`src/rtl/core/assert_macros.svh`:
```
// Assertion helper macros shared by the IIR filter core.
// Included by modules that carry concurrent checks; no other dependencies.
`ifndef ASSERT_MACROS_SVH
`define ASSERT_MACROS_SVH

// Same-cycle implication check
`define AST_IMP(lbl, clk, rst, ante, cons) \
  lbl: assert property (@(posedge clk) disable iff (rst) (ante) |-> (cons)) \
    else $error("assertion failed");

// Next-cycle implication check
`define AST_NEXT(lbl, clk, rst, ante, cons) \
  lbl: assert property (@(posedge clk) disable iff (rst) (ante) |=> (cons)) \
    else $error("assertion failed");

`endif

```
`src/rtl/core/iirdf_pkg.sv`:
```
// Shared types, constants and helpers for the direct form I IIR filter core.
// No dependencies.
package iirdf_pkg;

  localparam int MAX_ORDER  = 3;
  localparam int COEF_TAPS  = 3;
  localparam int TAPS       = (MAX_ORDER < COEF_TAPS) ? MAX_ORDER : COEF_TAPS;
  localparam int SAMPLE_W   = 16;
  localparam int COEF_W     = 18;
  localparam int FRAC_BITS  = 14;
  localparam int ORDER_W    = 2;
  localparam int PROD_W     = SAMPLE_W + COEF_W;
  // 2*TAPS+1 products of at most 2^(PROD_W-1) each, plus sign headroom
  localparam int ACC_W      = PROD_W + 3;
  localparam int RES_W      = ACC_W - FRAC_BITS;
  localparam int CFG_IDX_W  = 3;
  localparam int CFG_DATA_W = 18;

  localparam int QDEPTH  = 4;
  localparam int QPTR_W  = $clog2(QDEPTH);
  localparam int QLVL_W  = $clog2(QDEPTH + 1);

  // register indexes
  localparam logic [CFG_IDX_W-1:0] REG_ORDER = 3'd0;
  localparam logic [CFG_IDX_W-1:0] REG_FF0   = 3'd1;
  localparam logic [CFG_IDX_W-1:0] REG_FF1   = 3'd2;
  localparam logic [CFG_IDX_W-1:0] REG_FF2   = 3'd3;
  localparam logic [CFG_IDX_W-1:0] REG_FF3   = 3'd4;
  localparam logic [CFG_IDX_W-1:0] REG_FB1   = 3'd5;
  localparam logic [CFG_IDX_W-1:0] REG_FB2   = 3'd6;
  localparam logic [CFG_IDX_W-1:0] REG_FB3   = 3'd7;

  localparam logic [ORDER_W-1:0]       ORDER_RST = 2'd3;
  localparam logic signed [COEF_W-1:0] UNITY     = 18'sd16384;

  typedef logic signed [COEF_W-1:0]   coef_t;
  typedef logic signed [SAMPLE_W-1:0] sample_t;
  typedef logic signed [PROD_W-1:0]   prod_t;
  typedef logic signed [ACC_W-1:0]    acc_t;

  typedef struct packed {
    logic [ORDER_W-1:0] order;
    coef_t [COEF_TAPS:0] ff;   // ff[k]: tap k
    coef_t [COEF_TAPS:1] fb;   // fb[k]: tap k
  } cfg_t;

  typedef struct packed {
    logic vld;
    acc_t ff_sum;
  } ff_item_t;

  typedef struct packed {
    logic [QLVL_W-1:0] level;
  } q_stat_t;

  function automatic prod_t mul(coef_t c, sample_t s);
    prod_t ce;
    prod_t se;
    ce = PROD_W'(c);
    se = PROD_W'(s);
    return ce * se;
  endfunction

endpackage

```
`src/rtl/core/iirdf_back.sv`:
```
// Back end: feedback multiply-accumulate, rounding, saturation and the output register.
// Depends on iirdf_pkg; drains iirdf_queue.
module iirdf_back import iirdf_pkg::*; (
  input  logic        clk,
  input  logic        rst,
  input  cfg_t        cfg,
  input  ff_item_t    head,
  output logic        pop,
  output logic        m_tvalid,
  input  logic        m_tready,
  output logic [15:0] m_tdata,   // [15:0] sample_out
  output logic        m_tuser    // [0] clipped
);

  localparam logic signed [RES_W-1:0] SAT_HI = RES_W'(32767);
  localparam logic signed [RES_W-1:0] SAT_LO = RES_W'(-32768);

  sample_t                 past_out [MAX_ORDER];
  acc_t                    acc;
  acc_t                    rnd;
  logic signed [RES_W-1:0] yw;
  sample_t                 y;
  logic                    clip;

  assign pop = head.vld && (!m_tvalid || m_tready);

  always_comb begin
    acc = head.ff_sum;
    for (int k = 1; k <= TAPS; k++)
      if (int'(cfg.order) >= k) acc = acc - ACC_W'(mul(cfg.fb[k], past_out[k-1]));
    rnd = acc + ACC_W'(1 << (FRAC_BITS - 1));
    yw  = RES_W'(rnd >>> FRAC_BITS);
    if (yw > SAT_HI) begin
      y    = 16'sh7fff;
      clip = 1'b1;
    end else if (yw < SAT_LO) begin
      y    = -16'sh8000;
      clip = 1'b1;
    end else begin
      y    = SAMPLE_W'(yw);
      clip = 1'b0;
    end
  end

  always_ff @(posedge clk) begin
    if (rst) begin
      m_tvalid <= 1'b0;
      for (int i = 0; i < MAX_ORDER; i++) past_out[i] <= '0;
    end else begin
      if (pop) begin
        m_tvalid    <= 1'b1;
        past_out[0] <= y;
        for (int i = 1; i < MAX_ORDER; i++) past_out[i] <= past_out[i-1];
      end else if (m_tready) begin
        m_tvalid <= 1'b0;
      end
    end
  end

  always_ff @(posedge clk) begin
    if (pop) begin
      m_tdata <= y;
      m_tuser <= clip;
    end
  end

endmodule
```
`config.mk`:
```
export PLATFORM = sky130hd
export DESIGN_NAME = iirdf_back
export DESIGN_NICKNAME = d
export VERILOG_FILES = /design/src/rtl/core/assert_macros.svh /design/src/rtl/core/iirdf_pkg.sv /design/src/rtl/core/iirdf_back.sv
export SDC_FILE = /design/constraint.sdc
export NUM_CORES = 2
export LEC_CHECK = 0
export ABC_AREA = 1
export BUFFER_PORTS_ARGS = -buffer_cell sky130_fd_sc_hd__buf_2
export CAP_MARGIN = 20
export CORE_MARGIN = 4
export CORE_UTILIZATION = 60
export CTS_CLUSTER_SIZE = 20
export DETAILED_ROUTE_END_ITERATION = 8
export PLACE_DENSITY = 0.76
export SLEW_MARGIN = 15
export SYNTH_ARGS = -nofsm -noshare
export SYNTH_HDL_FRONTEND = slang
export SYNTH_SLANG_ARGS = --single-unit
export TNS_END_PERCENT = 100
```
`constraint.sdc`:
```
create_clock -name clk -period 25.7 [get_ports clk]
set_input_delay 6.425 -clock clk [delete_from_list [all_inputs] [get_ports clk]]
set_output_delay 6.425 -clock clk [all_outputs]
set_load 0.03 [all_outputs]
```
Yosys cells after proc, flatten, opt, wreduce, memory -nomap -nowiden
Memories as Yosys holds them, arrays and structs flattened.
Cells that the tools add are included.
{ "word_totals": {"regBits": 18, "ram_bits": 48, "inputBits": 169, "output_inout_bits": 19, "wordCells": 39, "mem_count": 1} }
{ "memory_table": {"columns": ["name", "words", "word_bits", "rd", "rd_ports_with_merged_regs", "wr", "line", "rtl"], "rows": [
  ["past_out", 3, 16, 3, 0, 3, "iirdf_back.sv:18", "sample_t past_out [MAX_ORDER];"]
]} }
{ "op_classes": {"add_sub_neg": 4, "multipliers": 3, "magnitude_cmp": 5, "mux": 16, "bitwise_logic": 3, "reduce_logical": 4} }
{ "ops": {"columns": ["operator", "count"], "rows": [
  ["37-bit 2-to-1 mux", 3],
  ["37-bit by 34-bit subtractor with 37-bit output", 3],
  ["18-bit by 16-bit multiplier with 34-bit output", 3],
  ["16-bit 2-to-1 mux", 5],
  ["37-bit by 15-bit adder with 37-bit output, second input constant", 1],
  ["23-bit by 16-bit > comparator with 1-bit output, second input constant", 1],
  ["23-bit by 16-bit < comparator with 1-bit output, second input constant", 1],
  ["1-bit 2-to-1 mux", 8],
  ["2-bit >= comparator, second input constant", 2],
  ["1-bit bitwise OR", 3],
  ["2-bit by 1-bit >= comparator with 1-bit output, second input constant", 1],
  ["2-bit nonzero test", 1],
  ["1-bit logical AND", 1],
  ["1-bit zero test", 1],
  ["1-bit logical OR", 1]
]} }

Logic depth before layout (Yosys ltp)
{ "depth": {"ltp_word": 12, "mapped_depth": 81} }

Worst setup path before layout
Ideal clock, no wire load.
{ "synth_timing": {"kind": "input -> register", "startpoint": "input port cfg[16] (netlist name)", "endpoint": "memory past_out[0][1] (netlist name), data pin", "setup_ns": 0.258, "arrival_ns": 20.272, "t_required_ns": 25.442, "path_slack_ns": 5.170, "path_stages": 70, "n_path_buf": 3, "cell_sequence": "clkbuf_1 clkbuf_1 nand2_1 fa_1 inv_1 fa_1 fa_1 inv_1 fa_1 fa_1 inv_1 fa_1 inv_1 ha_1 nand2_1 nor2_1 inv_1 nor3_1 (+34 left out) o21ai_0 a21oi_1 nand2_1 nand2_1 o21ai_1 or2_2 nand2_1 nand2_1 o21ai_0 nand2_1 nor3_1 nand3_1 nand2_1 nand2_1 nand3b_1 nand2_2 buf_4 a21oi_1"} }
{ "synth_lines": {"columns": ["item", "line", "rtl"], "rows": [
  ["start: declaration", "iirdf_back.sv:6", "input cfg_t cfg,"],
  ["end: declaration", "iirdf_back.sv:18", null]
]} }

==> results.tsv <==
stage	metric	value	unit
clock_network	cts.sinks	66	
setup_path	slowest_stage	fa_1	
yosys	synthTopCellsByArea	fa_1 47%, inv_1 15%, nand2_1 12%	
die	initial_core_util	60.52	%
sta	finalHoldViolations	0	
global_route	antenna_found_initial	4	
clock_network	clk_pin_slew_worst_paths	0.06	ns
clock_network	h-tree-depth	3	
finish	final_cell_mix	1,706 x inv_1, 1,364 x nand2_1, 1,044 x fa_1	
drt	vias_per_cell	5.263	
drt	initialDrtViolationCount	2386	
yosys	ys_seq_elements	66	
yosys	synthCells	5612	
setup_path	endpoint_kind	register	
drt	wl_per_cell	17.91	µm
setup_path	start_kind	primary input	
sta	tightest_slew	1.182	ns
min_path	min_path_cells	2	
yosys	seq_area_frac_synth	4.466	%
setup_path	r2r-end	past_out[0][1]$_SDFFCE_PN0P_	
sta	slew-limit-headroom	20.34	%
placement	port_buffers	115	
setup_path	reg2reg_setup_slack	7.80	ns
sta	setup_tns	0	ns
sta	setup_ws	2.634	ns
yosys	ys_types	52	
yosys	synth_warnings	0	
setup_path	cp_max_fo	31	
job	drv_cap	0	
finish	layout_commonest_cell	inv_1	
die	ioPinCount	188	
die	die_area	77990	µm²
setup_path	rr_worst_depth	70	
clock_network	postCtsHoldBufs	0	
drt	vias	34200	
drt	drc	0	
setup_path	crit_family	adder cells	
setup_path	worst_ep_required_time	25.77	ns
placement	dp_hpwl	100100	µm
global_route	grt_max_degree	49	
setup_path	slowest_delay	0.72	ns
clock_network	cts_tree	yes	
finish	seq_area	1972	µm²
drt	routed_wl	116400	µm
clock_network	cts_made_buffers	9	
yosys	avgSynthCellArea	7.867	µm²
sta	fin_crit_sh	89.75	%
drt	drtPass1Iterations	6	
finish	drive_above_1_share	4.208	%
clock_network	post_cts_buffers	0	
die	coreArea	72960	µm²
clock_network	ctsResizeCount	0	
die	die_w	279.3	µm
global_route	track_usage	31.35	%
min_path	hold_class	reg2reg	
sta	skew	0.02264	ns
setup_path	critPathKind	in2reg	
sta	slew_violations	0	
die	rows	99	
yosys	netlist_area	44150	µm²
yosys	synth-edff-count	65	
clock_network	cts_buffer_depth	2	
placement	pre_cts_ws	2.435	ns
setup_path	r2r_start	past_out[0][2]$_SDFFCE_PN0P_	
sta	setup_viol	0	
setup_path	critPathMostFrequentCell	nand2_1	
sta	finalCriticalPeriod	23.07	ns
yosys	synth_nets	7118	
die	die_h	279.3	µm
global_route	grt_pass1_vias	36343	
yosys	synth_ff_type	edfxtp_1	
finish	syn_to_final_growth	2.964	%
sta	rsz0062_at_grt	false	
setup_path	cp.depth	71	
setup_path	cp-endpoint	past_out[0][1]$_SDFFCE_PN0P_	
yosys	async_flop_share	0	%
placement	gp_congestion	1.014	
sta	max_freq	43.35	MHz
global_route	grt_pass1_wl	193100	µm
setup_path	worstPathArrival	23.14	ns
clock_network	clock_latency	0.37	ns
yosys	netlist.area_leader.share	47.34	%
clock_network	clockRootBuffer	clkbuf_16	
drt	ant_nets	0	
setup_path	cp_num_buf_inv	14	
global_route	overflow	0	
finish	multi_input_area	34810	µm²
status	outcome	finished, final reports clean	
finish	nets	7039	
sta	whs	0.4929	ns
finish	fill_cells	6319	
setup_path	critPathLaunch	cfg[17]	
yosys	yosys.area.top_type	fa_1	
==> area by class of cell <==
type,count,share of cell area (%)
multi-input combinational,3598,76.58
sequential,66,4.338
clock inverter,6,0.09358
tap,959,2.639
timing repair buffer,138,1.646
antenna,2,0.01101
inverter,1720,14.20
clock buffer,9,0.4954
==> worst min path at each step <==
| stage | from | end | slack [ns] |
|---|---|---|---|
| floorplan | m_tvalid$_SDFFE_PP0P_ | m_tvalid$_SDFFE_PP0P_ | 0.61 |
| finish | m_tvalid$_SDFFE_PP0P_ | m_tvalid$_SDFFE_PP0P_ | 0.49 |
| global route | m_tvalid$_SDFFE_PP0P_ | m_tvalid$_SDFFE_PP0P_ | 0.53 |
| CTS | m_tvalid$_SDFFE_PP0P_ | m_tvalid$_SDFFE_PP0P_ | 0.49 |
| detailed placement | m_tvalid$_SDFFE_PP0P_ | m_tvalid$_SDFFE_PP0P_ | 0.48 |
| global placement | m_tvalid$_SDFFE_PP0P_ | m_tvalid$_SDFFE_PP0P_ | 0.47 |
==> cells in the mapped netlist (23+ instances only) <==
cell      instances
xor2_1           55
inv_1          1706
a31oi_1          32
o21ai_0          84
nor2_1          250
ha_1            293
buf_1            24
xnor2_1          52
nand3_1          76
nand2_1        1366
o21bai_1         24
a21oi_1         124
nand2_2          23
edfxtp_1         65
clkbuf_1        187
fa_1           1044
==> cell families (layout without fill, tap and decap cells) <==
logic type                 Yosys count  count (layout)  synth area share [%]
buffers and inverters             1948            1873                 16.70
DFF                                 66              66                 4.466
adders and majority gates         1337            1337                 55.64
xor gates and xnor gates           107             107                 2.123
other                                0               2                     0
and+or+nand+nor                   1812            1812                 16.52
AOI/OAI and AO/OA                  342             342                 4.557
==> metrics by stage <==
| stage | cells | cell area (µm²) | utilization (%) |
|---|---|---|---|
| 2_1_floorplan | 5612 | 44150 | - |
| 3_3_place_gp | 6481 | 45190 | 61.94 |
| 3_5_place_dp | 6481 | 45190 | 61.94 |
| 4_1_cts | 6496 | 45460 | 62.30 |
| 5_1_grt | 6496 | 45460 | 62.30 |
| 6_report | 6498 | 45460 | 62.31 |
==> routing by layer <==
metal  track usage (%)  up-vias  part of all wire (%)
met5                 0        -                     0
met4             7.863        0                   3.2
met3             3.595      209                   7.4
met2             53.35     1217                    49
met1             43.48    17057                    41
li1                  -    15717                     -
==> worst register-to-register path: cells and delay by family, from the launching register on <==
kind	cells	cell delay (ns)
DFF	1	1.09
buffers and inverters	13	0.97
adders and majority gates	19	9.37
and+or+nand+nor	28	4.11
AOI/OAI and AO/OA	8	1.63
xor gates and xnor gates	2	0.47
==> registers in the layout (all words and copies together) (netlist names) <==
register	flops
m_tuser	1
m_tvalid	1
m_tdata	16
past_out	48
Power is left out: the tool's default activity adds up to more than one toggle a clock period on the data nets, which glitch-free logic cannot reach.
