## src/rtl/core/assert_macros.svh

```systemverilog
// Assertion helper macros shared by the IIR filter core.
// Included by modules that carry concurrent checks; no other dependencies.
`ifndef ASSERT_MACROS_SVH
`define ASSERT_MACROS_SVH

// Same-cycle implication check
`define AST_IMP(lbl, clk, rst, ante, cons) \
  lbl: assert property (@(posedge clk) disable iff (rst) (ante) |-> (cons)) \
    else $error("assertion failed");

// Next-cycle implication check
`define AST_NEXT(lbl, clk, rst, ante, cons) \
  lbl: assert property (@(posedge clk) disable iff (rst) (ante) |=> (cons)) \
    else $error("assertion failed");

`endif

```

## src/rtl/core/iirdf_pkg.sv

```systemverilog
// Shared types, constants and helpers for the direct form I IIR filter core.
// No dependencies.
package iirdf_pkg;

  localparam int MAX_ORDER  = 3;
  localparam int COEF_TAPS  = 3;
  localparam int TAPS       = (MAX_ORDER < COEF_TAPS) ? MAX_ORDER : COEF_TAPS;
  localparam int SAMPLE_W   = 16;
  localparam int COEF_W     = 18;
  localparam int FRAC_BITS  = 14;
  localparam int ORDER_W    = 2;
  localparam int PROD_W     = SAMPLE_W + COEF_W;
  // 2*TAPS+1 products of at most 2^(PROD_W-1) each, plus sign headroom
  localparam int ACC_W      = PROD_W + 3;
  localparam int RES_W      = ACC_W - FRAC_BITS;
  localparam int CFG_IDX_W  = 3;
  localparam int CFG_DATA_W = 18;

  localparam int QDEPTH  = 4;
  localparam int QPTR_W  = $clog2(QDEPTH);
  localparam int QLVL_W  = $clog2(QDEPTH + 1);

  // register indexes
  localparam logic [CFG_IDX_W-1:0] REG_ORDER = 3'd0;
  localparam logic [CFG_IDX_W-1:0] REG_FF0   = 3'd1;
  localparam logic [CFG_IDX_W-1:0] REG_FF1   = 3'd2;
  localparam logic [CFG_IDX_W-1:0] REG_FF2   = 3'd3;
  localparam logic [CFG_IDX_W-1:0] REG_FF3   = 3'd4;
  localparam logic [CFG_IDX_W-1:0] REG_FB1   = 3'd5;
  localparam logic [CFG_IDX_W-1:0] REG_FB2   = 3'd6;
  localparam logic [CFG_IDX_W-1:0] REG_FB3   = 3'd7;

  localparam logic [ORDER_W-1:0]       ORDER_RST = 2'd3;
  localparam logic signed [COEF_W-1:0] UNITY     = 18'sd16384;

  typedef logic signed [COEF_W-1:0]   coef_t;
  typedef logic signed [SAMPLE_W-1:0] sample_t;
  typedef logic signed [PROD_W-1:0]   prod_t;
  typedef logic signed [ACC_W-1:0]    acc_t;

  typedef struct packed {
    logic [ORDER_W-1:0] order;
    coef_t [COEF_TAPS:0] ff;   // ff[k]: tap k
    coef_t [COEF_TAPS:1] fb;   // fb[k]: tap k
  } cfg_t;

  typedef struct packed {
    logic vld;
    acc_t ff_sum;
  } ff_item_t;

  typedef struct packed {
    logic [QLVL_W-1:0] level;
  } q_stat_t;

  function automatic prod_t mul(coef_t c, sample_t s);
    prod_t ce;
    prod_t se;
    ce = PROD_W'(c);
    se = PROD_W'(s);
    return ce * se;
  endfunction

endpackage

```

## src/rtl/core/iirdf_front.sv

```systemverilog
// Front end: accepts samples, keeps the input delay line and forms the feedforward sum.
// Depends on iirdf_pkg; feeds iirdf_queue.
module iirdf_front import iirdf_pkg::*; (
  input  logic           clk,
  input  logic           rst,
  input  cfg_t           cfg,
  input  logic           s_tvalid,
  output logic           s_tready,
  input  logic [15:0]    s_tdata,   // [15:0] sample_in
  input  q_stat_t        qstat,
  output ff_item_t       push
);

  sample_t           past_in [MAX_ORDER];
  prod_t             prod    [TAPS+1];
  logic              p_vld;
  logic              accept;
  logic [QLVL_W-1:0] committed;
  sample_t           x;
  acc_t              sum;

  assign x         = s_tdata;
  // queue slots already taken plus the one in the product stage
  assign committed = qstat.level + QLVL_W'(p_vld);
  assign s_tready  = committed < QLVL_W'(QDEPTH);
  assign accept    = s_tvalid && s_tready;

  always_ff @(posedge clk) begin
    if (rst) begin
      p_vld <= 1'b0;
      for (int i = 0; i < MAX_ORDER; i++) past_in[i] <= '0;
    end else begin
      p_vld <= accept;
      if (accept) begin
        past_in[0] <= x;
        for (int i = 1; i < MAX_ORDER; i++) past_in[i] <= past_in[i-1];
      end
    end
  end

  always_ff @(posedge clk) begin
    if (accept) begin
      prod[0] <= mul(cfg.ff[0], x);
      for (int k = 1; k <= TAPS; k++)
        prod[k] <= (int'(cfg.order) >= k) ? mul(cfg.ff[k], past_in[k-1]) : '0;
    end
  end

  always_comb begin
    sum = '0;
    for (int k = 0; k <= TAPS; k++) sum = sum + ACC_W'(prod[k]);
  end

  assign push.vld    = p_vld;
  assign push.ff_sum = sum;

endmodule

```

## config.mk

```make
export PLATFORM = sky130hd
export DESIGN_NAME = iirdf_front
export DESIGN_NICKNAME = d
export VERILOG_FILES = /design/src/rtl/core/assert_macros.svh /design/src/rtl/core/iirdf_pkg.sv /design/src/rtl/core/iirdf_front.sv
export SDC_FILE = /design/constraint.sdc
export NUM_CORES = 2
export LEC_CHECK = 0
export BUFFER_PORTS_ARGS = -buffer_cell sky130_fd_sc_hd__buf_2
export CELL_PAD_IN_SITES_DETAIL_PLACEMENT = 1
export CELL_PAD_IN_SITES_GLOBAL_PLACEMENT = 1
export CORE_MARGIN = 1.5
export CORE_UTILIZATION = 47
export DETAILED_ROUTE_END_ITERATION = 7
export PLACE_DENSITY = 0.79
export SLEW_MARGIN = 20
export SYNTH_ARGS = -nofsm -noshare
export SYNTH_HDL_FRONTEND = slang
export SYNTH_SLANG_ARGS = --single-unit
```

## constraint.sdc

```tcl
create_clock -name clk -period 7.9 [get_ports clk]
set_clock_uncertainty 0.05 [all_clocks]
set_input_delay 1.58 -clock clk [delete_from_list [all_inputs] [get_ports clk]]
set_output_delay 1.58 -clock clk [all_outputs]
set_load 0.02 [all_outputs]
```

# Word-level counts from Yosys, hierarchy flattened
# Memories as Yosys holds them, arrays and structs flattened.
# Cells that the tools add are included.
# W data, S select, Z words.
dict set report totals {
  elab_cells 31
  output_inout_bits 39
  reg_bits 1
  ram_bits 184
  mem_count 2
}
# memory words width read_ports rd_ports_with_merged_regs wr line_no
set memory_table {}
lappend memory_table {prod 4 34 4 0 4 iirdf_front.sv:15} ;# prod_t prod [TAPS+1];
lappend memory_table {past_in 3 16 3 0 3 iirdf_front.sv:14} ;# sample_t past_in [MAX_ORDER];
dict set report classes {
  muxes 12
  reduce_logical 1
  order_cmp 4
  bitwise_logic 3
  mul 4
  add_sub_neg 4
}
# cell count
set ops {}
lappend ops {{$mul A18 B16 Y34} 4}
lappend ops {{$mux W34} 3}
lappend ops {{$mux W16} 3}
lappend ops {{$add A36 B34 Y37} 1}
lappend ops {{$add A35 B34 Y36} 1}
lappend ops {{$add A34 B34 Y35} 1}
lappend ops {{$mux W1} 6}
lappend ops {{$ge A2 B2 Y1 const B} 2}
lappend ops {{$add A3 B1 Y3} 1}
lappend ops {{$lt A3 B3 Y1 const B} 1}
lappend ops {{$or A1 B1 Y1} 3}
lappend ops {{$ge A2 B1 Y1 const B} 1}
lappend ops {{$logic_and A1 B1 Y1} 1}

# Longest topological paths before layout
dict set report logic_depth {
  ltp_word 7
  mapped_depth 25
  ltp_nobuf 23
}

# Worst setup path after synthesis
# OpenSTA, ideal clock, no wires.
dict set report synth_path {
  kind {input -> register}
  startpoint {input port s_tdata[7]}
  endpoint {memory prod[0][33] (netlist name), data pin}
  arrival_time_ps 7523
  n_path_buf 2
  setup_time_ps 203
  path_stages 25
  path_slack_ps 124
  path_cell_list {clkbuf_1 -> clkbuf_1 -> nand2_1 -> fa_1 -> inv_1 -> fa_1 -> inv_1 -> fa_1 -> inv_1 -> fa_1 -> fa_1 -> inv_1 -> fa_1 -> inv_1 -> ha_1 -> o21a_1 -> o21a_1 -> o21a_1 -> o211a_1 -> o21a_1 -> a41oi_2 -> o211a_1 -> o31a_2 -> mux2i_1 -> a2111oi_1}
}
# item line_no
set synth_lines {}
lappend synth_lines {{from (decl)} iirdf_front.sv:9} ;# input logic [15:0] s_tdata,
lappend synth_lines {{to (decl)} iirdf_front.sv:15}

==> impl_metrics.tcl <==
set metrics [dict create \
    run_status "finished, final reports clean" \
    grt_pass1_vias 44700 \
    die_x_um 337 \
    grt_antenna_before_repair 11 \
    groute.usage.overall_pct 27.5 \
    gpl.final_weighted_congestion 0.877 \
    finalMaxSlewViolations 0 \
    drt_first_iter_violations 1941 \
    synth-async-reset-ratio_pct 0 \
    y_dimension_of_the_die_um 337 \
    boundaryPins 189 \
    worst-path-max-fanout 12 \
    layout-drive-gt1-share_pct 7.00 \
    mappedNetlistNets 7159 \
    fillCellCount 12700 \
    route.detailed.vias_per_inst 5.31 \
    root_buffer_master "sky130_fd_sc_hd__clkbuf_16" \
    route.final.wire_length_um 147000 \
    rows 122 \
    max-clock-path-buffers 2 \
    dr.pass1.iters 5 \
    period_needed_ns 7.60 \
    design.die.area_sq_um 113000 \
    synthesis.instances 5400 \
    synthFlopType "sky130_fd_sc_hd__edfxtp_1" \
    drc_errors 0 \
    synth_cell_type_count 74 \
    numCtsBuffers 17 \
    clk_latency_ns 0.50 \
    fin_ws_ns 0.304 \
    htreeDepth 4 \
    synth.area.top_cells "sky130_fd_sc_hd__fa_1 47%, sky130_fd_sc_hd__edfxtp_1 11%, sky130_fd_sc_hd__inv_1 9.2%" \
    gr-total-overflow 0 \
    fmax_mhz 132 \
    area_growth_pct 7.59 \
    timing.hold.worst.class "register to register" \
    cell_chain_critical_path "buf_2 -> nand2_1 -> fa_1 -> inv_1 -> fa_1 -> inv_1 -> fa_1 -> inv_1 -> fa_1 -> fa_1 -> inv_1 -> fa_1 -> inv_1 -> ha_1 -> a21o_1 -> a221o_1 -> a21o_1 -> o2111ai_1 -> a21oi_1 -> o311ai_0 -> buf_4 -> o21ai_0 -> xnor2_1 -> nor2_1" \
    synth_enable_flop_cells 184 \
    tritoncts_num_sinks 185 \
    yosys.cell_count.top_type "sky130_fd_sc_hd__inv_1" \
    initial_core_util_pct 47.3 \
    buffer_ports.inserted 134 \
    grt_pass1_wl_um 241000 \
    yosysWarnings 0 \
    design.core.area_sq_um 111000 \
    crit_required_ns 8.10 \
    synth.yosys.seq_area_share_pct 10.6 \
    crit_start_category "input port" \
    grt_setup_unrepaired "no" \
    clock_slew_at_the_register_clock_pins_of_the_worst_setup_and_hold_paths_ns 0.09 \
    syn_area_per_cell_sq_um 9.68 \
    final_layout_worst_hold_slack_ns 1.05 \
    relSlewSlack_pct 31.1 \
    final_nets 7321 \
    synth.top_cells.by_count "1285 x sky130_fd_sc_hd__inv_1, 1229 x sky130_fd_sc_hd__fa_1, 614 x sky130_fd_sc_hd__nand2_1" \
    cts_tree "built" \
    crit_top_cell "sky130_fd_sc_hd__fa_1" \
    post-route-period-util_pct 96.2 \
    crit_arrival_ns 7.80 \
    netlist.top_cell.by_area "sky130_fd_sc_hd__fa_1" \
    syn_std_cell_area_sq_um 52300 \
    maxCapViolCount 0 \
    worstSetupPathType "input port to register" \
    grt_start_max_net_pins 90 \
    vias 37500 \
    cp_slowest_stage_delay_ns 0.53 \
    wl_per_cell_um 20.8 \
    place_ws_ns -0.242 \
    hold_viol_final 0 \
    worst_path_max_delay_cell "sky130_fd_sc_hd__fa_1" \
    setup_viol_count_final 0 \
    place_hpwl_um 127000 \
    route.antenna.remaining_nets 0 \
    cts_setup_buffers 0 \
    kind_of_end_point_of_the_critical_path "register" \
    worst-slew-pin-transition_ns 1.03 \
    synth_largest_type_area_fraction_pct 47.1 \
    postSynthRegisterBits 185 \
]
## placed cells by master (no fill, tap or decap), types with 8 or more instances in the layout
cell / netlist / routed
sky130_fd_sc_hd__o21a_1: 30 / 30
sky130_fd_sc_hd__edfxtp_1: 184 / 184
sky130_fd_sc_hd__a21o_1: 73 / 73
sky130_fd_sc_hd__o21bai_1: 8 / 8
sky130_fd_sc_hd__inv_1: 1285 / 1284
sky130_fd_sc_hd__clkbuf_16: 0 / 17
sky130_fd_sc_hd__nand3_1: 23 / 23
sky130_fd_sc_hd__nand2b_1: 46 / 45
sky130_fd_sc_hd__and2_1: 591 / 591
sky130_fd_sc_hd__nor2_1: 195 / 193
sky130_fd_sc_hd__a21oi_1: 117 / 117
sky130_fd_sc_hd__buf_2: 0 / 134
sky130_fd_sc_hd__or3_1: 10 / 10
sky130_fd_sc_hd__nand2_1: 614 / 613
sky130_fd_sc_hd__fa_1: 1229 / 1229
sky130_fd_sc_hd__ha_1: 380 / 380
sky130_fd_sc_hd__xnor2_1: 113 / 113
sky130_fd_sc_hd__and3_1: 12 / 12
sky130_fd_sc_hd__nor3_1: 30 / 30
sky130_fd_sc_hd__o21ai_0: 68 / 68
sky130_fd_sc_hd__buf_4: 1 / 195
sky130_fd_sc_hd__nor2b_1: 12 / 12
sky130_fd_sc_hd__a211oi_1: 17 / 16
sky130_fd_sc_hd__xor2_1: 51 / 51
## state kept, by name, indices dropped and copies added, names as in the netlist
| name | count |
|---|---|
| past_in | 48 |
| prod | 136 |
| p_vld | 1 |
## worst max-delay path: cells and delay by family
kind	cells	cell delay, ns
XOR/XNOR	1	0.20
AO/OA/AOI/OAI	7	1.67
AND/OR/NAND/NOR	2	0.20
adder cells (fa/ha/maj)	7	3.35
buffers and inverters	7	0.78
## path summary, 6_finish.rpt
kind | start | endpoint | slack (ns) | depth (start not counted)
min | past_in[0][16] | past_in[0][32] | 1.05 | 1
max reg2reg | past_in[0][2] | prod[1][33] | 0.61 | 21
max | cfg[78] | prod[1][33] | 0.30 | 24
min reg2reg | past_in[0][16] | past_in[0][32] | 1.05 | 1
## logic make-up after synthesis
logic type / after synthesis / synth area share (%)
xor gates and xnor gates: 164 / 2.75
muxes: 3 / 0.0574
and+or+nand+nor: 1562 / 14.7
DFF: 185 / 10.6
adders and majority gates: 1609 / 56.2
buffers and inverters: 1473 / 10.6
AOI/OAI and AO/OA: 404 / 5.13
## per-stage QoR
stage / util [%] / cells / instance area [sq um] / TNS [ns]
after global placement: 50.3 / 7031 / 55600 / -0.0367
after detailed placement: 50.3 / 7031 / 55600 / -1.47
after CTS: 50.9 / 7063 / 56200 / 0
after floorplan: - / 5400 / 52300 / 0
final: 50.9 / 7066 / 56200 / 0
after global routing: 50.9 / 7065 / 56200 / 0
## what timing repair did
item	CTS	global route
endpoints found under the hold margin	0	0
hold buffers	0	0
gates resized for setup	0	2
setup endpoints to repair	0	2
## layout make-up
| class | count | area, sq um | area share, % |
|---|---|---|---|
| inverter | 1285 | 4830 | 8.58 |
| multi-input combinational | 3742 | 41200 | 73.3 |
| clock inverter | 15 | 179 | 0.318 |
| clock buffer | 17 | 425 | 0.756 |
| timing repair buffer | 331 | 2170 | 3.87 |
| sequential | 185 | 5550 | 9.86 |
| tap | 1488 | 1860 | 3.31 |
| antenna | 3 | 7.51 | 0.0133 |
## per-layer routing
metal | routed length (um) | vias to the layer above | track usage [%]
met1 | 58300 | 19900 | 34.3
met2 | 76700 | 955 | 49.7
met4 | 4260 | 6 | 8.31
met3 | 7760 | 272 | 3.54
met5 | 28 | - | 0
li1 | - | 16300 | -
Power is left out: the tool's default activity adds up to more than one toggle a clock period on the data nets, which glitch-free logic cannot reach.
