===== src/rtl/core/assert_macros.svh =====
// Assertion helper macros shared by the IIR filter core.
// Included by modules that carry concurrent checks; no other dependencies.
`ifndef ASSERT_MACROS_SVH
`define ASSERT_MACROS_SVH

// Same-cycle implication check
`define AST_IMP(lbl, clk, rst, ante, cons) \
  lbl: assert property (@(posedge clk) disable iff (rst) (ante) |-> (cons)) \
    else $error("assertion failed");

// Next-cycle implication check
`define AST_NEXT(lbl, clk, rst, ante, cons) \
  lbl: assert property (@(posedge clk) disable iff (rst) (ante) |=> (cons)) \
    else $error("assertion failed");

`endif


===== src/rtl/core/iirdf_pkg.sv =====
// Shared types, constants and helpers for the direct form I IIR filter core.
// No dependencies.
package iirdf_pkg;

  localparam int MAX_ORDER  = 3;
  localparam int COEF_TAPS  = 3;
  localparam int TAPS       = (MAX_ORDER < COEF_TAPS) ? MAX_ORDER : COEF_TAPS;
  localparam int SAMPLE_W   = 16;
  localparam int COEF_W     = 18;
  localparam int FRAC_BITS  = 14;
  localparam int ORDER_W    = 2;
  localparam int PROD_W     = SAMPLE_W + COEF_W;
  // 2*TAPS+1 products of at most 2^(PROD_W-1) each, plus sign headroom
  localparam int ACC_W      = PROD_W + 3;
  localparam int RES_W      = ACC_W - FRAC_BITS;
  localparam int CFG_IDX_W  = 3;
  localparam int CFG_DATA_W = 18;

  localparam int QDEPTH  = 4;
  localparam int QPTR_W  = $clog2(QDEPTH);
  localparam int QLVL_W  = $clog2(QDEPTH + 1);

  // register indexes
  localparam logic [CFG_IDX_W-1:0] REG_ORDER = 3'd0;
  localparam logic [CFG_IDX_W-1:0] REG_FF0   = 3'd1;
  localparam logic [CFG_IDX_W-1:0] REG_FF1   = 3'd2;
  localparam logic [CFG_IDX_W-1:0] REG_FF2   = 3'd3;
  localparam logic [CFG_IDX_W-1:0] REG_FF3   = 3'd4;
  localparam logic [CFG_IDX_W-1:0] REG_FB1   = 3'd5;
  localparam logic [CFG_IDX_W-1:0] REG_FB2   = 3'd6;
  localparam logic [CFG_IDX_W-1:0] REG_FB3   = 3'd7;

  localparam logic [ORDER_W-1:0]       ORDER_RST = 2'd3;
  localparam logic signed [COEF_W-1:0] UNITY     = 18'sd16384;

  typedef logic signed [COEF_W-1:0]   coef_t;
  typedef logic signed [SAMPLE_W-1:0] sample_t;
  typedef logic signed [PROD_W-1:0]   prod_t;
  typedef logic signed [ACC_W-1:0]    acc_t;

  typedef struct packed {
    logic [ORDER_W-1:0] order;
    coef_t [COEF_TAPS:0] ff;   // ff[k]: tap k
    coef_t [COEF_TAPS:1] fb;   // fb[k]: tap k
  } cfg_t;

  typedef struct packed {
    logic vld;
    acc_t ff_sum;
  } ff_item_t;

  typedef struct packed {
    logic [QLVL_W-1:0] level;
  } q_stat_t;

  function automatic prod_t mul(coef_t c, sample_t s);
    prod_t ce;
    prod_t se;
    ce = PROD_W'(c);
    se = PROD_W'(s);
    return ce * se;
  endfunction

endpackage


===== src/rtl/core/iirdf_queue.sv =====
// Short queue of feedforward sums between the front and back ends.
// Depends on iirdf_pkg.
module iirdf_queue import iirdf_pkg::*; (
  input  logic     clk,
  input  logic     rst,
  input  ff_item_t push,
  input  logic     pop,
  output ff_item_t head,
  output q_stat_t  qstat
);

  acc_t              entries [QDEPTH];
  logic [QPTR_W-1:0] wr_ptr;
  logic [QPTR_W-1:0] rd_ptr;
  logic [QLVL_W-1:0] level;

  always_ff @(posedge clk) begin
    if (rst) begin
      wr_ptr <= '0;
      rd_ptr <= '0;
      level  <= '0;
    end else begin
      if (push.vld) wr_ptr <= wr_ptr + QPTR_W'(1);
      if (pop)      rd_ptr <= rd_ptr + QPTR_W'(1);
      level <= level + QLVL_W'(push.vld) - QLVL_W'(pop);
    end
  end

  always_ff @(posedge clk) begin
    if (push.vld) entries[wr_ptr] <= push.ff_sum;
  end

  assign head.vld    = level != '0;
  assign head.ff_sum = entries[rd_ptr];
  assign qstat.level = level;

endmodule


===== config.mk =====
export PLATFORM = sky130hd
export DESIGN_NAME = iirdf_queue
export DESIGN_NICKNAME = d
export VERILOG_FILES = /design/src/rtl/core/assert_macros.svh /design/src/rtl/core/iirdf_pkg.sv /design/src/rtl/core/iirdf_queue.sv
export SDC_FILE = /design/constraint.sdc
export NUM_CORES = 1
export LEC_CHECK = 0
export ABC_AREA = 1
export BUFFER_PORTS_ARGS = -buffer_cell sky130_fd_sc_hd__buf_4
export CORE_ASPECT_RATIO = 0.7
export CORE_MARGIN = 2
export CORE_UTILIZATION = 40
export DETAILED_ROUTE_END_ITERATION = 6
export GPL_ROUTABILITY_DRIVEN = 0
export GPL_TIMING_DRIVEN = 0
export HOLD_SLACK_MARGIN = 0.08
export PLACE_DENSITY_LB_ADDON = 0.1
export SLEW_MARGIN = 20
export SYNTH_ARGS = -nofsm -noshare
export SYNTH_HDL_FRONTEND = slang
export SYNTH_SLANG_ARGS = --single-unit

===== constraint.sdc =====
create_clock -name clk -period 2.55 [get_ports clk]
set_clock_uncertainty 0.05 [all_clocks]
set_input_delay 0.255 -clock clk [delete_from_list [all_inputs] [get_ports clk]]
set_output_delay 0.255 -clock clk [all_outputs]
set_load 0.02 [all_outputs]

# Yosys cells after proc, flatten, opt, wreduce, memory -nomap -nowiden
# Memory sizes are Yosys's and may differ from the RTL's. A register that Yosys moved wholly into a read port is not among the register bits.
# Index checks and enable logic that the tools add are counted.
# classes
addsub	4
muxes	4
reduce_logical	1
# ops
op	count
adder 2 x 1 -> 2 bit, second input constant	2
two-way mux 2 bit	2
adder 3 x 1 -> 3 bit	1
nonzero test 3 bit	1
subtractor 3 x 1 -> 3 bit	1
two-way mux 1 bit	2
# word_totals
regBits	7
mem_bits_rw	148
word_cells	13
memories	1
# memory_table
memory	depth	width	read_ports	rd_ports_with_merged_regs	write_ports	line_no	rtl
entries	4	37	1	1	1	iirdf_queue.sv:12	acc_t entries [QDEPTH];

# Logic depth before layout (Yosys ltp)
# Gate-level depths: netlist of run 1.
# logic_depth
word_depth	3
depth_mapped	8

# Least setup slack after synthesis of run 1
# No wires, ideal clock.
# synth_timing
path_kind	register -> register
from	reg wr_ptr[0]
to	mem entries[2][0] (netlist bit) (enable)
setup_ps	392
arrival_ps	1318
setup_slack_ps	791
path_stages_with_launch	5
n_path_buf	0
period_less_slack_ps	1759
cell_sequence	dfxtp_1 inv_1 ha_1 nand2_1 inv_1
# synth_rtl
item	line_no	rtl
from (decl)	iirdf_queue.sv:13	logic [QPTR_W-1:0] wr_ptr;
from (signal assigned)	iirdf_queue.sv:23	if (push.vld) wr_ptr <= wr_ptr + QPTR_W'(1);
to (decl)	iirdf_queue.sv:12	
# No word-level cell before the write port.

==> reports/metrics.csv, run 1 <==
metric,value,unit
DRC viols,0,
Static Leak,0.003243,uW
CTS sink cnt,157,
Slew @ Worst Pin,0.5750,ns
Final Cell Area,8083,um^2
RSZ-0062 raised after global routing,false,
worst min-delay path class,in2reg,
clock-pin slew on the worst setup and hold paths,0.06,ns
Critical Path End Type,output port,
syn avg cell area,12.78,um^2
buffer count from post-CTS setup fixing,0,
cell accounting for the most synthesized area,edfxtp_1,
DR WL/cell,15.83,um
post-layout min period,2.007,ns
Die Height,108.3,um
Core ar.,15360,um^2
DR vias/cell,4.565,
Syn Inst Count,486,
Syn-to-layout area delta,30.08,%
"Cell Area, Synth",6213,um^2
fmax,0.4983,GHz
grt total ovfl,0,
maximum VDD drop,0.4592,mV
Rel. slew slack,61.67,%
DRC marker count from the first detailed-route iteration,173,
Total GRT Usage,16.71,%
antenna violations before repair,0,
final period utilization,78.70,%
fraction of layout cells with a size suffix above 1,21.68,%
Final nets,677,
Non-Filler Instances,841,
Placement Rows,38,
final-report max-slew violation count,0,
first-pass GRT wire length,20460,um
"setup slack, reg-to-reg",0.91,ns
status,completed,
busiest grt layer,met2,
Hold Buf Count CTS,39,
drt total wl,13320,um
register area,4624,um^2
critical path type,reg2out,
crit path to,head[31],
Clock Path Buffers,2,
DRT antenna net count,0,
most frequent cells in the layout,"edfxtp_1, inv_1, buf_4",
cts bufs inserted,17,
overall power,6073,uW
Multi-input gate area,1122,um^2
Yosys top cell area share,71.53,%
R2R cell count,5,
Cells after DPL,771,
I/O Buffers,81,
worst reg2reg path endpoint,entries[2][12]$_DFFE_PP_,
H-tree depth,4,
Initial Util,40.46,%
Filler cells,1332,
max-cap check violation count,0,
Final setup viols,0,
antenna diode count,0,
Post-CTS Resized,0,
Final Hold Viols,0,
"flops & latches, synth",157,
Post-DP Area,7159,um^2
"Max FO, Critical Path",10,
"Data arrival, critical path",1.70,ns
CTS root buf,clkbuf_16,
worst r2r src,wr_ptr[0]$_SDFFE_PP0P_,
largest net degree at the start of global routing,27,
Vias,3839,
Synthesized Nets,534,
Synth Warn #,0,
die area,16560,um^2
First-pass DRT Iterations,7,
Setup crit start kind,flop,
Global Route met1 Usage,22.45,%
Worst Path Required,2.25,ns
"most common cell after layout, fill and taps aside",edfxtp_1,
minimum hold slack,0.1383,ns
Synth cell types,15,
CTS tree,done,
HPWL Detailed,8304,um
Synth area leaders,"edfxtp_1, inv_1, nand2_1",
vias in the first global route,3849,
die width,153.0,um
setup_tns,0,ns
worst skew pair latency,0.41,ns
M2 GR Usage,27.16,%
IO Count,82,
M3 GR Usage,3.287,%
PD cells,751.4,nW/um^2
"Seq/Total Area, Yosys",74.43,%
## kinds of logic after synthesis
| group | count (synthesis) | synth area share [%] |
|---|---|---|
| DFF | 157 | 74.43 |
| AOI/OAI and AO/OA | 121 | 11.24 |
| buffers and inverters | 114 | 7.511 |
| and+or+nand+nor | 87 | 5.296 |
| adders and majority gates | 7 | 1.530 |
## worst min-delay path by stage
| stage | from | endpoint | cells after the start |
|---|---|---|---|
| 6_report | push[37] | wr_ptr[0]$_SDFFE_PP0P_ | 3 |
| 4_1_cts | push[37] | wr_ptr[0]$_SDFFE_PP0P_ | 3 |
| 3_5_place_dp | rst | qstat[0]$_SDFF_PP0_ | 2 |
| 3_3_place_gp | rst | qstat[0]$_SDFF_PP0_ | 2 |
| 2_1_floorplan | rst | qstat[0]$_SDFF_PP0_ | 1 |
| 5_1_grt | push[37] | wr_ptr[1]$_SDFFE_PP0P_ | 3 |
## stage by stage
step	util [%]	setup WS (ns)
3_3_place_gp	46.05	0.1480
5_1_grt	52.63	0.3690
3_5_place_dp	46.62	0.8918
2_1_floorplan	-	0.7909
4_1_cts	52.63	0.4875
6_report	52.63	0.5432
## final cells by class
| cell class | count | share of cell area [%] |
|---|---|---|
| Inverter | 90 | 4.180 |
| Buffer | 24 | 1.594 |
| Tap cell | 200 | 3.096 |
| Clock inverter | 12 | 1.238 |
| Multi-Input combinational cell | 215 | 13.89 |
| Clock buffer | 19 | 5.356 |
| Timing Repair Buffer | 124 | 13.44 |
| Sequential cell | 157 | 57.21 |
## sequential cells by signal (all words and copies together) (netlist names), named ones only
| register | flops |
|---|---|
| entries | 148 |
| qstat | 3 |
| rd_ptr | 2 |
| wr_ptr | 2 |
## Yosys cell counts
master,count
dfxtp_1,9
nand3_1,2
buf_1,1
o211ai_1,37
edfxtp_1,148
o21ai_0,41
inv_1,90
nand2_1,82
buf_2,16
a21oi_1,43
buf_4,5
ha_1,6
fa_1,1
clkbuf_1,2
nor2_1,3
## per-layer routing
metal  vias to the layer above  routed length (um)
met5                         -                   0
met4                         0                  66
met3                         4                 585
met2                        88                6375
met1                      1787                6287
li1                       1960                   -
## power breakdown
| group | total, uW | internal [uW] | switching, uW | leakage (uW) |
|---|---|---|---|---|
| clock network | 2280 | 1330 | 952 | 0.000258 |
| registers | 2980 | 2950 | 31.3 | 0.00143 |
| logic | 817 | 329 | 489 | 0.00155 |
| total | 6070 | 4600 | 1470 | 0.00324 |
## critical path, stage by stage, from the launching register on
cell	delay, ns
dfxtp_1	0.32
buf_2	0.24
buf_2	0.29
a21oi_1	0.06
o21ai_0	0.10
nand2_1	0.11
buf_4	0.17
Note: power is estimated with default switching activity, not from simulation.
==> run 2, diff against run 1 <==
- ABC_AREA: 1 -> 0
- clock period: 2.55 -> 2 ns (I/O delays scaled with it)
==> reports/metrics.csv, run 2 <==
metric,value,unit,change
status,"complete, but fails checks",,
failing checks,negative setup slack,,
"EDFF count, synth",148,,unchanged
DR WL/cell,18.05,um,+14%
max-cap check violation count,0,,unchanged
overall power,8250,uW,+36%
first-pass GRT wire length,16130,um,-21%
Synth cell types,21,,+6
IO Count,82,,unchanged
vias in the first global route,2873,,-25%
"delay-heaviest family, CP",multiplexers,,
Syn-to-layout area delta,36.77,%,
"Seq/Total Area, Yosys",79.33,%,+4.9 points
Vias,2751,,-28%
Clock Path Buffers,2,,unchanged
I/O Buffers,81,,unchanged
most instantiated cells after synthesis,"edfxtp_1, mux4_2, dfxtp_1",,
register area,4626,um^2,about the same
cts bufs inserted,17,,unchanged
R2R cell count,4,,-1
DRC marker count from the first detailed-route iteration,125,,-28%
Setup crit start kind,flop,,
Rel. slew slack,53.01,%,-8.7 points
CP Cell Sequence,"buf_12, buf_4, mux4_1, buf_4",,
largest register by flop count,entries,,
worst skew pair latency,0.42,ns,about the same
DRC viols,0,,unchanged
Crit. path cell count,4,,-2
critical path type,reg2out,,
Filler cells,1107,,-17%
CTS tree,done,,
Hold Crit Depth,2,,-1
"Data arrival, critical path",1.75,ns,+0.05 ns
post-layout min period,2.002,ns,
Critical Path End Type,output port,,
Async SR Flop Fraction,0,%,unchanged
antenna violations before repair,0,,unchanged
Final Hold Viols,0,,unchanged
"Max FO, Critical Path",7,,-3
drt total wl,10560,um,-21%
fraction of layout cells with a size suffix above 1,42.53,%,+21 points
First-pass DRT Iterations,6,,-1
RSZ-0062 raised after global routing,true,,
maximum VDD drop,0.6346,mV,+38%
worst min-delay path class,in2reg,,
max reg flops,148,,unchanged
final-report max-slew violation count,0,,unchanged
PD cells,1035,nW/um^2,+38%
worst reg2reg path endpoint,entries[2][15]$_DFFE_PP_,,
Die Height,105,um,-3.0%
CTS sink cnt,157,,unchanged
Final Cell Area,7973,um^2,-1.4%
hold path startpoint,push[17],,
Placement Rows,36,,-5.3%
"flops & latches, synth",157,,unchanged
antenna diode count,0,,unchanged
"most common cell after layout, fill and taps aside",edfxtp_1,,
most frequent CP cell,buf_4,,
Hold Path Sink,entries[3][17]$_DFFE_PP_,,
die width,148.3,um,-3.1%
grt total ovfl,0,,unchanged
die area,15570,um^2,-6.0%
Final setup viols,3,,+3
cell accounting for the most synthesized area,edfxtp_1,,
largest net degree at the start of global routing,24,,-11%
Multi-input gate area,1081,um^2,-3.7%
syn avg cell area,24.91,um^2,+95%
Slew @ Worst Pin,0.7048,ns,+0.1298 ns
fmax,0.4995,GHz,
Initial Util,41.35,%,+0.89 points
DR vias/cell,4.703,,+3.0%
worst r2r src,wr_ptr[0]$_SDFFE_PP0P_,,
Total GRT Usage,14.33,%,-2.4 points
"Cell Area, Synth",5829,um^2,-6.2%
Synth area leaders,"edfxtp_1, mux4_2, mux4_1",,
Worst Path Required,1.75,ns,-0.50 ns
most frequent cells in the layout,"edfxtp_1, buf_4, dlygate4sd3_1",,
Core ar.,14100,um^2,-8.2%
CTS root buf,clkbuf_16,,
CP peak stage delay,0.53,ns,+0.21 ns
Syn Inst Count,234,,-52%
H-tree depth,4,,unchanged
fin worst setup slack,-0.002011,ns,-0.5453 ns
CP bufs+invs,3,,unchanged
Slowest cell on crit path,mux4_1,,
most common cell in the netlist,edfxtp_1,,
"setup slack, reg-to-reg",0.23,ns,-0.68 ns
"worst slack, placed",0.1977,ns,-0.6942 ns
Yosys top cell area share,76.24,%,+4.7 points
HPWL Detailed,6361,um,-23%
Synthesized Nets,282,,-47%
Static Leak,0.002788,uW,-14%
final period utilization,100.1,%,
Post-DP Area,6783,um^2,-5.3%
Final nets,430,,-36%
DRT antenna net count,0,,unchanged
Synth Warn #,0,,unchanged
Synth Flop Type,edfxtp_1,,
clock-pin slew on the worst setup and hold paths,0.07,ns,about the same
-- run 2: cell types whose count changed after synthesis, sizes merged, moves of 15 or more --
cell / delta
a21oi: -42
buf: -15
inv: -84
mux4: +37
nand2: -82
o211ai: -37
o21ai: -41
-- run 2: how the worst max path moves through the flow --
stage | startpoint | end | slack, ns
2_1_floorplan | wr_ptr[0]$_SDFFE_PP0P_ | entries[2][0]$_DFFE_PP_ | 0.11
3_3_place_gp | wr_ptr[0]$_SDFFE_PP0P_ | entries[3][13]$_DFFE_PP_ | -0.66
3_5_place_dp | wr_ptr[0]$_SDFFE_PP0P_ | entries[2][13]$_DFFE_PP_ | 0.20
4_1_cts | flop | head[18] | -0.04
5_1_grt | flop | head[13] | -0.07
6_report | flop | head[36] | -0.002
-- run 2: routing by layer --
metal | GRT usage (%) | wire length (um) | part of all wire, % | vias to the layer above
met5 | 0 | 0 | 0 | -
met2 | 20.93 | 4975 | 47 | 62
met3 | 5.066 | 565 | 5.4 | 13
met1 | 19.76 | 4870 | 46 | 1396
met4 | 5.714 | 146 | 1.4 | 0
li1 | - | - | - | 1280
-- run 2: what timing repair did --
action	CTS	global route
endpoints found under the setup margin	32	36
hold buffers	41	0
gates cloned	1	0
gates resized for setup	37	9
hold endpoints to repair	157	0
buffers inserted	2	0
pin swaps	0	0
-- run 2: cell families (layout without fill, tap and decap cells) --
family	Yosys count	count (layout)	synth area share (%)
simple gates	13	13	1.202
xor+xnor	3	3	0.7083
mux	38	38	14.92
buf+inv	14	175	1.953
fa+ha+maj	7	7	1.631
flops	157	157	79.33
compound gates	2	2	0.2575
-- run 2: area by class of cell --
| type | instances | share of cell area [%] |
|---|---|---|
| sequential | 157 | 58.02 |
| tap | 190 | 2.982 |
| clock buffer | 17 | 5.336 |
| buffer | 8 | 1.381 |
| multi-input combinational | 63 | 13.56 |
| clock inverter | 15 | 2.244 |
| timing repair buffer | 129 | 16.20 |
| inverter | 6 | 0.2825 |
-- run 2: per-stage QoR --
| stage | instances | setup TNS (ns) | hold WS [ns] | utilization (%) |
|---|---|---|---|---|
| global placement | 505 | -94.55 | 0.3507 | 47.35 |
| CTS | 585 | -0.7286 | 0.4494 | 56.36 |
| finish | 585 | -0.004541 | 0.4651 | 56.55 |
| detailed placement | 509 | 0 | 0.3550 | 48.11 |
| floorplan | 234 | 0 | 0.2216 | - |
| global route | 585 | -1.628 | 0.4652 | 56.55 |
-- run 2: power by group --
part           switching [uW]  internal [uW]
clock network            1370           1880
registers                50.4           3770
logic                     544            638
total                    1960           6290
==> run 3, diff against run 2 <==
- CELL_PAD_IN_SITES_DETAIL_PLACEMENT: unset -> 0
- CELL_PAD_IN_SITES_GLOBAL_PLACEMENT: unset -> 1
- clock period: 2 -> 2.2 ns (I/O delays scaled with it)
==> reports/metrics.csv, run 3 (same netlist as run 2, synthesis figures left out) <==
metric,value,unit,change
DR vias/cell,4.802,,+2.1%
DRC marker count from the first detailed-route iteration,139,,+11%
Combinational Power Share,12.8,%,-1.5 points
First-pass DRT Iterations,4,,-2
Total GRT Usage,14.16,%,-0.17 points
IO Count,82,,unchanged
minimum hold slack,0.08202,ns,-0.3831 ns
DR WL/cell,17.89,um,-0.85%
HPWL Detailed,6129,um,-3.6%
CP Cell Sequence,"buf_6, buf_12, mux4_2, buf_4",,
Non-Filler Instances,580,,-0.85%
H-tree depth,4,,unchanged
first-pass GRT wire length,16110,um,-0.13%
Syn-to-layout area delta,33.44,%,
"worst slack, placed",0.4556,ns,+0.2579 ns
sw power,1663,uW,-15%
critical path type,reg2out,,
CTS tree,done,,
Setup crit start kind,flop,,
status,completed,,
grt total ovfl,0,,unchanged
Final nets,425,,-1.2%
antenna diode count,0,,unchanged
Vias,2785,,+1.2%
Cells after DPL,509,,unchanged
Static Leak,0.002728,uW,-2.1%
worst skew pair latency,0.40,ns,-0.02 ns
Final setup viols,0,,-3
CTS root buf,clkbuf_16,,
fmax,0.4762,GHz,
I/O Buffers,81,,unchanged
Die Height,105,um,unchanged
"Data arrival, critical path",1.83,ns,+0.08 ns
drt total wl,10380,um,-1.7%
max-cap check violation count,0,,unchanged
Rel. slew slack,66.49,%,+13 points
Final Cell Area,7779,um^2,-2.4%
"Max FO, Critical Path",10,,+3
cts bufs inserted,17,,unchanged
Post-DP Area,6760,um^2,-0.33%
fin worst setup slack,0.1002,ns,+0.1022 ns
"setup slack, reg-to-reg",0.52,ns,+0.29 ns
Slowest cell on crit path,mux4_2,,
CTS sink cnt,157,,unchanged
most frequent cells in the layout,"edfxtp_1, buf_4, dlygate4sd3_1",,
final-report max-slew violation count,0,,unchanged
"delay-heaviest family, CP",buffers and inverters,,
die area,15570,um^2,unchanged
worst min-delay path class,in2reg,,
RSZ-0062 raised after global routing,false,,
CP peak stage delay,0.54,ns,about the same
post-layout min period,2.100,ns,
vias in the first global route,2933,,+2.1%
Slew @ Worst Pin,0.5027,ns,-0.2021 ns
Final Hold Viols,0,,unchanged
overall power,7492,uW,-9.2%
Worst Path Required,1.93,ns,+0.18 ns
maximum VDD drop,0.5511,mV,-13%
fraction of layout cells with a size suffix above 1,40.00,%,-2.5 points
clock-pin slew on the worst setup and hold paths,0.07,ns,about the same
antenna violations before repair,0,,unchanged
Clock Path Buffers,2,,unchanged
Flop pwr share,46.4,%,about the same
DRT antenna net count,0,,unchanged
Int Pwr,5830,uW,-7.3%
die width,148.3,um,unchanged
PD cells,963.2,nW/um^2,-6.9%
DRC viols,0,,unchanged
Critical Path End Type,output port,,
final period utilization,95.44,%,
largest register by flop count,entries,,
max reg flops,148,,unchanged
Initial Util,41.35,%,unchanged
switching share of total power,22.19,%,-1.6 points
CP bufs+invs,3,,unchanged
Placement Rows,36,,unchanged
Core ar.,14100,um^2,unchanged
largest net degree at the start of global routing,25,,+4.2%
clock share of power,40.8,%,+1.5 points
"most common cell after layout, fill and taps aside",edfxtp_1,,
run 3: repair_timing:
action / CTS / global route
endpoints found under the hold margin: 157 / 0
gates resized for setup: 1 / 2
setup buffers: 0 / 0
hold buffers: 39 / 0
endpoints found under the setup margin: 1 / 20
run 3: area by class of cell:
type,instances,area (um^2)
Buffer,8,98.84
Clock buffer,18,429.2
Clock inverter,14,191.4
Fill cell,1074,6320
Inverter,6,22.52
Multi-Input combinational cell,63,1096
Sequential cell,157,4624
Tap cell,190,237.7
Timing Repair Buffer,124,1079
run 3: worst min-delay path, delay by kind of cell:
kind,cells,cell delay (ns)
multiplexers,1,0.07
buffers and inverters,1,0.13
AND/OR/NAND/NOR,1,0.08
run 3: final timing paths:
kind,startpoint,endpoint,cells past startpoint
setup reg to reg,wr_ptr[0]$_SDFFE_PP0P_,entries[2][22]$_DFFE_PP_,4
hold reg to reg,rd_ptr[1]$_SDFFE_PP0P_,rd_ptr[1]$_SDFFE_PP0P_,2
hold / removal,push[37],wr_ptr[1]$_SDFFE_PP0P_,3
setup / recovery,flop,head[22],4
run 3: per-stage QoR:
stage / util [%] / TNS [ns]
CTS: 55.14 / 0
finish: 55.17 / 0
global placement: 47.35 / -65.12
global route: 55.17 / 0
floorplan: - / 0
detailed placement: 47.95 / 0
run 3: routing by layer:
layer	up-vias	global-route usage, %	routed length [um]
li1	1267	-	-
met3	12	4.585	499
met4	0	5.306	114
met1	1447	19.25	4849
met5	-	0	0
met2	59	21.46	4915
run 3: power by group through the flow:
stage	Sequential (uW)	Combinational, uW	Clock (uW)
finish	3480	959	3060
global route	3490	1040	3250
CTS	3480	979	3120
detailed placement	3540	921	0
global placement	3540	891	0
floorplan	3550	517	0
